<file path="src/design/kvt_pkg.sv">
package kvt_pkg;

  // Default sizes of the table.
  localparam int DEPTH_DEF      = 128;
  localparam int KEY_BITS_DEF   = 64;
  localparam int VALUE_BITS_DEF = 32;

  // Fixed field widths.
  localparam int OP_W     = 3;
  localparam int STATUS_W = 2;
  localparam int CNT_W    = 8;

  // Opcodes.
  localparam logic [OP_W-1:0] OP_SET    = 3'd0;
  localparam logic [OP_W-1:0] OP_GET    = 3'd1;
  localparam logic [OP_W-1:0] OP_DELETE = 3'd2;
  localparam logic [OP_W-1:0] OP_NEXT   = 3'd3;
  localparam logic [OP_W-1:0] OP_REWIND = 3'd4;
  localparam logic [OP_W-1:0] OP_COUNT  = 3'd5;
  localparam logic [OP_W-1:0] OP_INIT   = 3'd6;
  localparam logic [OP_W-1:0] OP_FINI   = 3'd7;

  // Status codes.
  localparam logic [STATUS_W-1:0] ST_OK       = 2'd0;
  localparam logic [STATUS_W-1:0] ST_MISS     = 2'd1;
  localparam logic [STATUS_W-1:0] ST_FULL     = 2'd2;
  localparam logic [STATUS_W-1:0] ST_NOTREADY = 2'd3;

  // Flags of the token that walks down the row of slots.
  typedef struct packed {
    logic             active;
    logic             hit;
    logic [CNT_W-1:0] cnt;
  } kvt_tok_t;

  // Command broadcast to every slot.
  typedef struct packed {
    logic [OP_W-1:0] op;
    logic            clear;
  } kvt_cmd_t;

endpackage

</file>
<file path="src/design/kvt_cell.sv">
module kvt_cell import kvt_pkg::*; #(
  parameter int IDX        = 0,
  parameter int DEPTH      = DEPTH_DEF,
  parameter int KEY_BITS   = KEY_BITS_DEF,
  parameter int VALUE_BITS = VALUE_BITS_DEF
) (
  input  logic                           clk,
  input  logic                           rst,
  input  kvt_cmd_t                       cmd,
  input  logic [KEY_BITS-1:0]            cmd_key,
  input  logic [VALUE_BITS-1:0]          cmd_value,
  input  logic [$clog2(DEPTH+1)-1:0]     slots_used,
  input  logic [$clog2(DEPTH+1)-1:0]     cursor,
  input  kvt_tok_t                       tok_in,
  input  logic [VALUE_BITS-1:0]          vout_in,
  input  logic [KEY_BITS-1:0]            kout_in,
  input  logic [$clog2(DEPTH+1)-1:0]     pos_in,
  output kvt_tok_t                       tok_out,
  output logic [VALUE_BITS-1:0]          vout_out,
  output logic [KEY_BITS-1:0]            kout_out,
  output logic [$clog2(DEPTH+1)-1:0]     pos_out
);

  localparam int CW = $clog2(DEPTH+1);
  localparam logic [CW-1:0] IDX_V = CW'(IDX);
  localparam logic [CW-1:0] POS_V = CW'(IDX + 1);

  // Slot contents.
  logic [KEY_BITS-1:0]   key;
  logic [VALUE_BITS-1:0] value;
  logic                  live;

  logic match;
  logic at_append;
  logic past_cursor;

  kvt_tok_t              tok_next;
  logic [VALUE_BITS-1:0] vout_next;
  logic [KEY_BITS-1:0]   kout_next;
  logic [CW-1:0]         pos_next;

  assign match       = live && (key == cmd_key);
  assign at_append   = (IDX_V == slots_used);
  assign past_cursor = (IDX_V >= cursor);

  // Work of this slot on the passing token.
  always_comb begin
    tok_next  = tok_in;
    vout_next = vout_in;
    kout_next = kout_in;
    pos_next  = pos_in;
    if (tok_in.active) begin
      case (cmd.op)
        OP_SET, OP_GET, OP_DELETE: begin
          if (match) begin
            tok_next.hit = 1'b1;
            vout_next    = value;
          end
        end
        OP_NEXT: begin
          if (!tok_in.hit && live && past_cursor) begin
            tok_next.hit = 1'b1;
            kout_next    = key;
            pos_next     = POS_V;
          end
        end
        OP_COUNT: begin
          tok_next.cnt = tok_in.cnt + CNT_W'(live);
        end
        default: begin
        end
      endcase
    end
  end

  // Token hand-off to the next slot.
  always_ff @(posedge clk) begin
    if (rst) begin
      tok_out <= '0;
    end else begin
      tok_out <= tok_next;
    end
    vout_out <= vout_next;
    kout_out <= kout_next;
    pos_out  <= pos_next;
  end

  // Live flag: cleared by reset and init, set by append, cleared by delete.
  always_ff @(posedge clk) begin
    if (rst || cmd.clear) begin
      live <= 1'b0;
    end else if (tok_in.active) begin
      if (cmd.op == OP_DELETE && match) begin
        live <= 1'b0;
      end else if (cmd.op == OP_SET && !tok_in.hit && !match && at_append) begin
        live <= 1'b1;
      end
    end
  end

  // Key and value words: update in place or append.
  always_ff @(posedge clk) begin
    if (tok_in.active && cmd.op == OP_SET) begin
      if (match) begin
        value <= cmd_value;
      end else if (!tok_in.hit && at_append) begin
        key   <= cmd_key;
        value <= cmd_value;
      end
    end
  end

endmodule

</file>
<file path="config.mk">
export PLATFORM = sky130hd
export DESIGN_NAME = kvt_cell
export DESIGN_NICKNAME = d
export VERILOG_FILES = /design/src/design/kvt_pkg.sv /design/src/design/kvt_cell.sv
export SDC_FILE = /design/constraint.sdc
export NUM_CORES = 1
export LEC_CHECK = 0
export BUFFER_PORTS_ARGS = -buffer_cell sky130_fd_sc_hd__buf_2
export CAP_MARGIN = 20
export CORE_MARGIN = 2
export CORE_UTILIZATION = 33
export DETAILED_ROUTE_END_ITERATION = 10
export GPL_ROUTABILITY_DRIVEN = 0
export GPL_TIMING_DRIVEN = 0
export PLACE_DENSITY = 0.72
export SYNTH_ARGS = -nofsm -noshare
export SYNTH_HDL_FRONTEND = slang
export SYNTH_SLANG_ARGS = --single-unit
</file>
<file path="constraint.sdc">
create_clock -name clk -period 5.87 [get_ports clk]
set_input_delay 1.174 -clock clk [delete_from_list [all_inputs] [get_ports clk]]
set_output_delay 1.174 -clock clk [all_outputs]
set_load 0.1 [all_outputs]
</file>
======== After elaboration in Yosys (flattened, before gate mapping) ========
Index checks and enable logic that the tools add are counted.
word-level totals
  register bits after elaboration ......... 211
  input port bits ......................... 232
  word-level logic and storage cells ...... 55
cells by class
  add/sub/neg operators ................... 1
  bitwise operators ....................... 1
  mux-type cells .......................... 18
  eq/ne operators ......................... 5
  reductions and logical operators ........ 20
  order comparisons ....................... 1
operator list
  operator              number
  $mux W64              3
  $mux W32              5
  $eq A64 B64 Y1        1
  $mux W8               4
  $logic_and A1 B1 Y1   9
  $mux W9               1
  $add A8 B1 Y8         1
  $ge A1 B8 Y1 const A  1
  $logic_not A8 Y1      1
  $eq A3 B2 Y1 const B  2
  $mux W1               4
  $reduce_and A2 Y1     2
  $reduce_bool A2 Y1    2
  $eq A3 B1 Y1 const B  1
  $eq A3 B3 Y1 const B  1
  $logic_not A3 Y1      1
  $reduce_and A3 Y1     1
  $reduce_or A3 Y1      1
  $logic_not A1 Y1      2
  $pmux W1 S2           1
  $logic_or A1 B1 Y1    1
  $not A1 Y1            1

======== Logic depth before layout (Yosys ltp) ========
Gate-level depths: netlist (run 1).
  word-level depth ........................ 7
  depth in mapped cells ................... 8

======== Worst setup path before layout (run 1) ========
OpenSTA, ideal clock, no wires.
  kind .................................... input port to flip-flop
  start point ............................. input cmd_key[2]
  end point ............................... register value[0], enable pin
  setup time .............................. 0.511 ns
  path buffers ............................ 0
  data required time ...................... 5.359 ns
  path slack .............................. -0.482 ns
  stages on the path ...................... 6
  data arrival time ....................... 5.841 ns
  cell sequence ........................... nor2b_4 > a2111o_1 > a2111oi_2 > nand4_1 > or3_2 > o41ai_1
on the way
  longest elaborated chain between the ends .. 4
RTL lines
  what                                 RTL line         text
  start, declared                      kvt_cell.sv:10   input logic [KEY_BITS-1:0] cmd_key,
  $eq A64 B64 Y1                       kvt_cell.sv:42   assign match = live && (key == cmd_key);
  $logic_and A1 B1 Y1                  kvt_cell.sv:42
  $reduce_bool A2 Y1 (no source line)  -
  $reduce_and A2 Y1 (no source line)   -
  end signal, assigned                 kvt_cell.sv:105  value <= cmd_value;
  end signal, assigned                 kvt_cell.sv:108  value <= cmd_value;
  end, declared                        kvt_cell.sv:30   logic [VALUE_BITS-1:0] value;
No other way between the ends.
A chain may end at the register's enable or synchronous reset.

======== Worst setup path in the final report (run 1) ========
  start point ............................. input cmd_key[44]
  end point ............................... register value[13], enable pin
Same word-level chain as after synthesis.

==> impl_metrics.tcl, run 1 <==
set metrics [dict create \
    die_area_sq_mm 0.02478 \
    cts_setup_buffers 0 \
    syn_inst 526 \
    die_x_microns 157.4 \
    cp_max_fo 15 \
    totalWireLength_microns 22840 \
    worst_ep_required_time_ns 6.08 \
    numClockSinks 211 \
    reg2reg_slack_ns 2.55 \
    synth_ff_type "dfxtp_1" \
    synth_compound_area_frac 0.02175 \
    crit_path_start_kind "primary input" \
    whs_path_depth 1 \
    finClkSkew_ns 0.009319 \
    antenna_found_initial 4 \
    clock.fmax_ghz 0.2739 \
    path_delay_family "simple AND/OR/NAND/NOR gates" \
    root_buffer "clkbuf_16" \
    power.total_uw 3629 \
    viasPerCell 4.546 \
    avgSynthCellArea_sq_um 14.77 \
    num_io_pins 346 \
    synth_edf_count 96 \
    worstMarginPinSlew_ns 0.9384 \
    post_drt_wl_per_cell_microns 18.37 \
    rows 56 \
    cts_buffers 24 \
    power_density_mw_per_mm2 335.9 \
    status "finished, final reports clean" \
    crit_type "in -> reg" \
    critPathBufInv 3 \
    finalNetCount 1135 \
    crit_path_max_incr_delay_ns 0.53 \
    clk_latency_ns 0.51 \
    max_slew_margin 0.3744 \
    finalSetupViolations 0 \
    yosysWarnings 0 \
    use_met2 0.3198 \
    synth.distinct_cells 39 \
    finalCriticalPeriod_ns 3.651 \
    final_common_cell "buf_2" \
    maxSlewViolCount 0 \
    async_reset_ff_frac 0 \
    yosysTopAreaCell "edfxtp_1" \
    first_iter_violations 322 \
    vias 5651 \
    cts_max_path_buffers 3 \
    start_util 0.3339 \
    area_growth_pct 39.11 \
    synth_area_sq_mm 0.007767 \
    postRouteAntennaNets 0 \
    die_height_microns 157.4 \
    critPathCaptureType "flip-flop" \
    synth_top_family_by_area "multiplexers" \
    cts_hold_buf 0 \
    whs_ns 0.4664 \
    clkSlewWorstSetupHoldPaths_ns 0.06 \
    synth_area_leaders "edfxtp_1 37%, dfxtp_1 30%, mux2_2 8.1%" \
    dp_hpwl_microns 18130 \
    yosys.area_share.simple 0.09311 \
    hold_viol 0 \
    p_leak_uw 0.004719 \
    syn_nets 760 \
    holdPathEnd "vout_out[4]" \
    hold_start "value[4]" \
    synthXorXnorAreaFrac 0.05187 \
    grt_max_degree 30 \
    grt_remaining_overflow 0 \
    vdd_drop_max_mv 0.2155 \
    grt_pass1_vias 5853 \
    core_sq_mm 0.02326 \
    numPortBuffers 345 \
    htreeDepth 1 \
    grt_setup_unrepaired "no" \
    use_met1 0.1847 \
    crit_chain "buf_2 -> xnor2_1 -> nand4_1 -> nor4_1 -> nand3_1 -> or3_2 -> o41ai_4 -> buf_6 -> buf_6" \
    crit_path_frequent_cell "buf_6" \
    yosysTopAreaCellShare 0.3711 \
    grt_use_total 0.1753 \
    synth-seq-area-share 0.6675 \
    fillers 2126 \
    layout_common_cells "345 x buf_2, 115 x dfxtp_1, 96 x edfxtp_1, 56 x mux2_2, 31 x nand4_1" \
    grt_busiest_layer "met2" \
    r2r-end "value[13]" \
    worst_ep_arrival_time_ns 3.86 \
    ys_ff_latch 211 \
    rr_worst_depth 8 \
    grt_pass1_wl_microns 32330 \
    cp_slowest_cell "nor4_1" \
    drive_gt1_frac 0.5212 \
    drcViolationCount 0 \
    cts_tree "built" \
    ctsResizeCount 0 \
    hp-class "reg -> reg" \
    drtPass1Iterations 4 \
    reg2reg_from "key[44]" \
    synthMuxAreaShare 0.1398 \
    synth-adder-area-share 0.003222 \
    post-route-period-util 0.6219 \
    grt_util_met3 0.06167 \
    cap_violations 0 \
]
## worst register-to-register path, delay by kind of cell (launching register included)
| family | cells | cell delay [ns] |
|---|---|---|
| compound gates | 1 | 0.48 |
| xor+xnor | 1 | 0.27 |
| buf+inv | 2 | 0.47 |
| flops | 1 | 0.43 |
| simple gates | 4 | 1.37 |
## Yosys cell counts (all sizes together) (3+ instances only)
cell type / count
dfxtp: 115
edfxtp: 96
mux2: 85
nand4: 31
xnor2: 29
nand2b: 27
inv: 17
xor2: 17
nand2: 13
clkbuf: 11
nor2: 11
nor4: 11
o21ai: 11
and2: 7
nor2b: 6
nor3: 6
o22ai: 5
buf: 4
nand3: 4
a2111oi: 3
## through the flow
stage,utilization,instances,instance area [sq um],worst slack [ns],TNS (ns)
2_1_floorplan,-,526,7775,0.7458,0
3_3_place_gp,0.4256,1190,9901,-1.529,-108.96
3_5_place_dp,0.4294,1194,9990,1.515,0
4_1_cts,0.4640,1238,10790,2.055,0
5_1_grt,0.4642,1240,10800,1.999,0
6_report,0.4645,1243,10810,2.219,0
## sequential cells by signal, summed over array words and instances, names as in the netlist
register  flops
tok_out      10
pos_out       8
kout_out     64
key          64
live          1
value        32
vout_out     32
## layer usage
metal / vias to the layer above / wire length (microns)
li1: 2673 / -
met1: 2644 / 8388
met2: 286 / 11510
met3: 46 / 2226
met4: 2 / 699
met5: - / 7
## worst max path at each step
stage / startpoint / to / slack (ns) / depth (start not counted)
3_5_place_dp: cmd_key[44] / value[13] / 1.52 / 9
2_1_floorplan: cmd_key[2] / key[0] / 0.75 / 6
6_report: cmd_key[44] / value[13] / 2.22 / 9
4_1_cts: cmd_key[44] / value[13] / 2.05 / 9
3_3_place_gp: cmd_key[19] / key[10] / -1.53 / 6
5_1_grt: cmd_key[44] / value[13] / 2.00 / 9
## power by group
group	switching, uW	internal (uW)	total [uW]
logic	392	128	520
clock network	582	941	1520
registers	9.57	1580	1590
## logic make-up after synthesis
| family | Yosys count |
|---|---|
| AO/OA/AOI/OAI | 25 |
| multiplexers | 87 |
| buffers and inverters | 32 |
| adder cells (fa/ha/maj) | 2 |
| flip-flops | 211 |
| AND/OR/NAND/NOR | 123 |
| XOR/XNOR | 46 |
## cell type report
type,instances,area (sq um),share of cell area
diodes,5,12.51,0.001158
plain buffers,15,112.6,0.01042
clock buffers,36,688.2,0.06369
clock inverters,8,115.1,0.01065
inverters,17,63.81,0.005905
multi-input cells,283,2432,0.2251
flip-flops and latches,211,5185,0.4798
well taps,319,399.1,0.03694
repair buffers,349,1797,0.1663
No activity file was read; power rests on OpenSTA's default activity.
==> run 2, diff against run 1 <==
--- a/config.mk
+++ b/config.mk
@@ -12,7 +12,7 @@
 export DETAILED_ROUTE_END_ITERATION = 10
 export GPL_ROUTABILITY_DRIVEN = 0
 export GPL_TIMING_DRIVEN = 0
-export PLACE_DENSITY = 0.72
+export PLACE_DENSITY = 0.69
 export SYNTH_ARGS = -nofsm -noshare
 export SYNTH_HDL_FRONTEND = slang
 export SYNTH_SLANG_ARGS = --single-unit
==> constraint.sdc (replaced) <==
create_clock -name clk -period 3.6 [get_ports clk]
set_input_delay 0.72 -clock clk [delete_from_list [all_inputs] [get_ports clk]]
set_output_delay 0.72 -clock clk [all_outputs]
set_load 0.1 [all_outputs]
==> impl_metrics.tcl, run 2 (synthesized netlist as in run 1, its figures left out) <==
set metrics [dict create \
    tns_ns 0 \
    finalSetupViolations 0 \
    p_leak_uw 0.004733 \
    postRouteAntennaNets 0 \
    num_io_pins 346 \
    cts_max_path_buffers 3 \
    rows 56 \
    worst_ep_required_time_ns 3.81 \
    viasPerCell 4.452 \
    stdcell_count 1244 \
    post-route-period-util 0.9355 \
    drtPass1Iterations 4 \
    finClkSkew_ns 0.009894 \
    area_growth_pct 39.64 \
    finalNetCount 1135 \
    numPortBuffers 345 \
    worstMarginPinSlew_ns 0.9047 \
    placed_cells 1194 \
    grt_max_degree 33 \
    crit_type "reg -> reg" \
    clk_latency_ns 0.51 \
    rr_worst_depth 7 \
    critPathLaunch "key[44]" \
    numClockSinks 211 \
    grt_pass1_wl_microns 31870 \
    cts_hold_buf 0 \
    r2r-end "value[1]" \
    drive_gt1_frac 0.5277 \
    finish.instance_area_sq_mm 0.01085 \
    reg2reg_slack_ns 0.23 \
    start_util 0.3339 \
    htreeDepth 1 \
    clock.fmax_ghz 0.2969 \
    cts_tree "built" \
    grt_setup_unrepaired "no" \
    post_drt_wl_per_cell_microns 18.40 \
    final_common_cell "buf_2" \
    cp_max_fo 12 \
    cap_violations 0 \
    hold_start "cmd_value[20]" \
    die_x_microns 157.4 \
    die_height_microns 157.4 \
    crit_path_start_kind "flip-flop" \
    max_slew_margin 0.3948 \
    reg_top3 "key (64), kout_out (64)" \
    totalWireLength_microns 22890 \
    whs_ns 0.3836 \
    hold_viol 0 \
    maxSlewViolCount 0 \
    vdd_drop_max_mv 0.3570 \
    cts_buffers 24 \
    grt_pass1_vias 5679 \
    postLayoutCoreUtil 0.4663 \
    drcViolationCount 0 \
    root_buffer "clkbuf_16" \
    hp-class "in -> reg" \
    reg2reg_from "key[44]" \
    power_density_mw_per_mm2 552.8 \
    status "finished, final reports clean" \
    grt_use_total 0.1736 \
    core_sq_mm 0.02326 \
    clkSlewWorstSetupHoldPaths_ns 0.06 \
    grt_remaining_overflow 0 \
    dp_hpwl_microns 18100 \
    die_area_sq_mm 0.02478 \
    antenna_found_initial 8 \
    first_iter_violations 229 \
    layout_common_cells "345 x buf_2, 115 x dfxtp_1, 96 x edfxtp_1, 56 x mux2_2, 31 x nand4_1" \
    vias 5538 \
    placed_cell_area_sq_mm 0.009986 \
    worst_ep_arrival_time_ns 3.58 \
    ctsResizeCount 0 \
    cts_setup_buffers 0 \
    holdPathEnd "value[20]" \
    critPathCaptureType "flip-flop" \
    whs_path_depth 1 \
    finalCriticalPeriod_ns 3.368 \
]
run 2: worst max path at each step:
| stage | endpoint | cells after the start |
|---|---|---|
| finish | value[1] | 7 |
| global route | value[6] | 7 |
| CTS | value[9] | 7 |
| detailed placement | value[7] | 7 |
| global placement | key[11] | 6 |
| floorplan | value[0] | 6 |
run 2: critical path, stage by stage, from the launching register on:
cell and delay (ns):
edfxtp_1 0.41, xnor2_1 0.29, nand4_1 0.15, nor4_1 0.52, nand3_1 0.16, or3_4 0.42
o41ai_4 0.85, buf_6 0.26
run 2: metrics by stage:
step                setup WS [ns]  power (uW)
finish                     0.2323        5996
global route              0.06132        6184
CTS                        0.1556        6060
detailed placement        -0.2402        3485
global placement           -1.326        3473
floorplan                  0.1115        3243
run 2: power breakdown:
part	internal [uW]	switching, uW	leakage [uW]
combinational	209	635	0.00250
sequential	2570	15.6	0.00183
clock	1590	972	0.000401
total	4370	1620	0.00473
run 2: routing by layer:
metal	part of all wire	vias to the layer above	global-route usage
met1	0.38	2556	0.1893
met5	0.0012	-	0
met4	0.030	4	0.06797
met3	0.091	44	0.05837
met2	0.50	260	0.3100
li1	-	2674	-
run 2: layout make-up:
class / instances / area, sq um
Antenna cell: 6 / 15.01
Sequential cell: 211 / 5185
Buffer: 15 / 112.6
Clock buffer: 29 / 660.6
Clock inverter: 15 / 185.2
Tap cell: 319 / 399.1
Timing Repair Buffer: 349 / 1789
Fill cell: 2145 / 12420
Multi-Input combinational cell: 283 / 2436
Inverter: 17 / 63.81
==> run 3, diff against run 2 <==
--- a/config.mk
+++ b/config.mk
@@ -5,6 +5,7 @@
 export SDC_FILE = /design/constraint.sdc
 export NUM_CORES = 1
 export LEC_CHECK = 0
+export ABC_AREA = 1
 export BUFFER_PORTS_ARGS = -buffer_cell sky130_fd_sc_hd__buf_2
 export CAP_MARGIN = 20
 export CORE_MARGIN = 2
@@ -12,7 +13,7 @@
 export DETAILED_ROUTE_END_ITERATION = 10
 export GPL_ROUTABILITY_DRIVEN = 0
 export GPL_TIMING_DRIVEN = 0
-export PLACE_DENSITY = 0.69
+export PLACE_DENSITY = 0.68
 export SYNTH_ARGS = -nofsm -noshare
 export SYNTH_HDL_FRONTEND = slang
 export SYNTH_SLANG_ARGS = --single-unit
==> impl_metrics.tcl, run 3 <==
set metrics [dict create \
    yosysTopAreaCellShare 0.3358 \
    clkSlewWorstSetupHoldPaths_ns 0.06 \
    grt_pass1_vias 7029 \
    first_iter_violations 479 \
    critPathBufInv 3 \
    crit_path_max_incr_delay_ns 0.62 \
    antenna_found_initial 6 \
    root_buffer "clkbuf_16" \
    critPathCaptureType "flip-flop" \
    start_util 0.3323 \
    post_drt_wl_per_cell_microns 15.99 \
    grt_remaining_overflow 0 \
    totalWireLength_microns 26960 \
    grt_max_degree 65 \
    synth.most_common_cell "nand2_1" \
    post-route-period-util 0.7710 \
    worstMarginPinSlew_ns 0.8995 \
    reg_top3 "key (64), kout_out (64)" \
    hp-class "in -> reg" \
    finalNetCount 1561 \
    cts_buffers 25 \
    reg2reg_slack_ns 1.08 \
    status "finished, final reports clean" \
    p_leak_uw 0.005951 \
    drtPass1Iterations 5 \
    async_reset_ff_frac 0 \
    viasPerCell 4.421 \
    cp_max_fo 64 \
    crit_path_start_kind "primary input" \
    numClockSinks 211 \
    ctsResizeCount 0 \
    die_height_microns 165.3 \
    cts_setup_buffers 0 \
    core_sq_mm 0.02584 \
    max_slew_margin 0.4004 \
    cp_slowest_cell "inv_4" \
    rr_worst_depth 11 \
    path_delay_family "simple AND/OR/NAND/NOR gates" \
    tns_ns 0 \
    clock.fmax_ghz 0.3603 \
    htreeDepth 1 \
    syn_nets 1189 \
    synth_area_leaders "edfxtp_1 34%, dfxtp_1 27%, nand2_1 12%" \
    die_area_sq_mm 0.02732 \
    numPortBuffers 344 \
    dp_hpwl_microns 21120 \
    crit_chain "buf_2 -> or2_2 -> nor4_1 -> nand3_1 -> inv_1 -> nand2_1 -> inv_4" \
    reg2reg_from "key[57]" \
    synth_area_sq_mm 0.008586 \
    postRouteAntennaNets 0 \
    stdcell_count 1686 \
    vias 7454 \
    critPathLaunch "slots_used[1]" \
    crit_type "in -> reg" \
    power_density_mw_per_mm2 519.4 \
    clk_latency_ns 0.52 \
    drcViolationCount 0 \
    finClkSkew_ns 0.01246 \
    worst_ep_required_time_ns 3.74 \
    synth_edf_count 96 \
    worst_ep_arrival_time_ns 2.92 \
    synth_common_cells "275 x nand2_1, 173 x inv_1, 115 x dfxtp_1" \
    maxSlewViolCount 0 \
    crit_cells 7 \
    die_x_microns 165.3 \
    whs_ns 0.3696 \
    rows 59 \
    cts_max_path_buffers 3 \
    final_common_cell "buf_2" \
    finalSetupViolations 0 \
    hold_viol 0 \
    grt_use_total 0.1847 \
    synth.distinct_cells 30 \
    yosysWarnings 0 \
    syn_inst 955 \
    layout_common_cells "347 x buf_2, 275 x nand2_1, 172 x inv_1, 115 x dfxtp_1, 96 x edfxtp_1" \
    vdd_drop_max_mv 0.3562 \
    finalCriticalPeriod_ns 2.776 \
    synth-seq-area-share 0.6039 \
    drive_gt1_frac 0.3291 \
    cap_violations 0 \
    r2r-end "key[12]" \
    ys_ff_latch 211 \
    area_growth_pct 35.19 \
    crit_end "key[12]" \
    synth_ff_type "dfxtp_1" \
    cts_hold_buf 0 \
    placed_cells 1635 \
    cts_tree "built" \
    num_io_pins 346 \
    postLayoutCoreUtil 0.4492 \
    grt_setup_unrepaired "no" \
    grt_pass1_wl_microns 38340 \
    yosysTopAreaCell "edfxtp_1" \
    avgSynthCellArea_sq_um 8.990 \
]
[run 3: cell types whose count changed after synthesis, sizes merged, moves of 14 or more]
cell | previous run | this run
xnor2 | 29 | 10
mux2 | 85 | 0
nand2 | 13 | 275
o21ai | 11 | 112
nand2b | 27 | 0
inv | 17 | 173
nand4 | 31 | 17
nor2 | 11 | 85
[run 3: area by class of cell]
class | count | area (sq um)
Inverter | 173 | 651.9
Tap cell | 335 | 419.2
Clock buffer | 35 | 693.2
Timing Repair Buffer | 345 | 1742
Buffer | 21 | 165.2
Multi-Input combinational cell | 550 | 2597
Clock inverter | 11 | 141.4
Antenna cell | 5 | 12.51
Sequential cell | 211 | 5185
Fill cell | 2547 | 14230
[run 3: worst reg2reg max path, cell delays in order (launching register included)]
cell      delay (ns)
edfxtp_1        0.38
inv_1           0.08
nand2_1         0.05
o21ai_1         0.23
nor2_1          0.10
nand2_1         0.08
nor2_1          0.04
nand3_1         0.09
nor2_2          0.08
nand3_1         0.18
nand2_1         0.13
inv_4           0.62
[run 3: metrics by stage]
step	worst slack, ns	instance area, sq um	power (uW)
6_report	0.8243	11610	6029
5_1_grt	0.6853	11600	6226
4_1_cts	0.7549	11590	6076
3_5_place_dp	0.2103	10760	3517
3_3_place_gp	-1.051	10730	3507
2_1_floorplan	0.1955	8586	3267
[run 3: worst min-delay path by stage]
| stage | start | to | slack, ns | cells after the start |
|---|---|---|---|---|
| floorplan | value[0] | vout_out[0] | 0.47 | 2 |
| global placement | value[19] | vout_out[19] | 0.47 | 2 |
| detailed placement | value[31] | vout_out[31] | 0.48 | 2 |
| CTS | cmd_value[19] | value[19] | 0.35 | 1 |
| global route | cmd_value[1] | value[1] | 0.35 | 1 |
| finish | cmd_value[29] | value[29] | 0.37 | 1 |
[run 3: logic make-up (layout without fill, tap and decap cells)]
logic type	after synthesis	count (layout)	share of synthesized area
compound gates	119	119	0.08554
xor+xnor	15	15	0.01530
simple gates	414	414	0.1975
other cells	0	5	0
buf+inv	194	585	0.09487
fa+ha+maj	2	2	0.002914
flops	211	211	0.6039
[run 3: power by group]
part	switching, uW	leakage [uW]	internal (uW)	total, uW
registers	15.6	0.00183	2570	2590
clock network	1000	0.000403	1560	2560
logic	684	0.00372	198	882
total	1700	0.00595	4330	6030
[run 3: routing by layer]
layer / up-vias / GRT usage / wire length (microns)
met5: - / 0 / 27
met4: 4 / 0.06230 / 713
met3: 45 / 0.03422 / 1756
met2: 257 / 0.3121 / 12920
met1: 3396 / 0.2384 / 11540
li1: 3752 / - / -
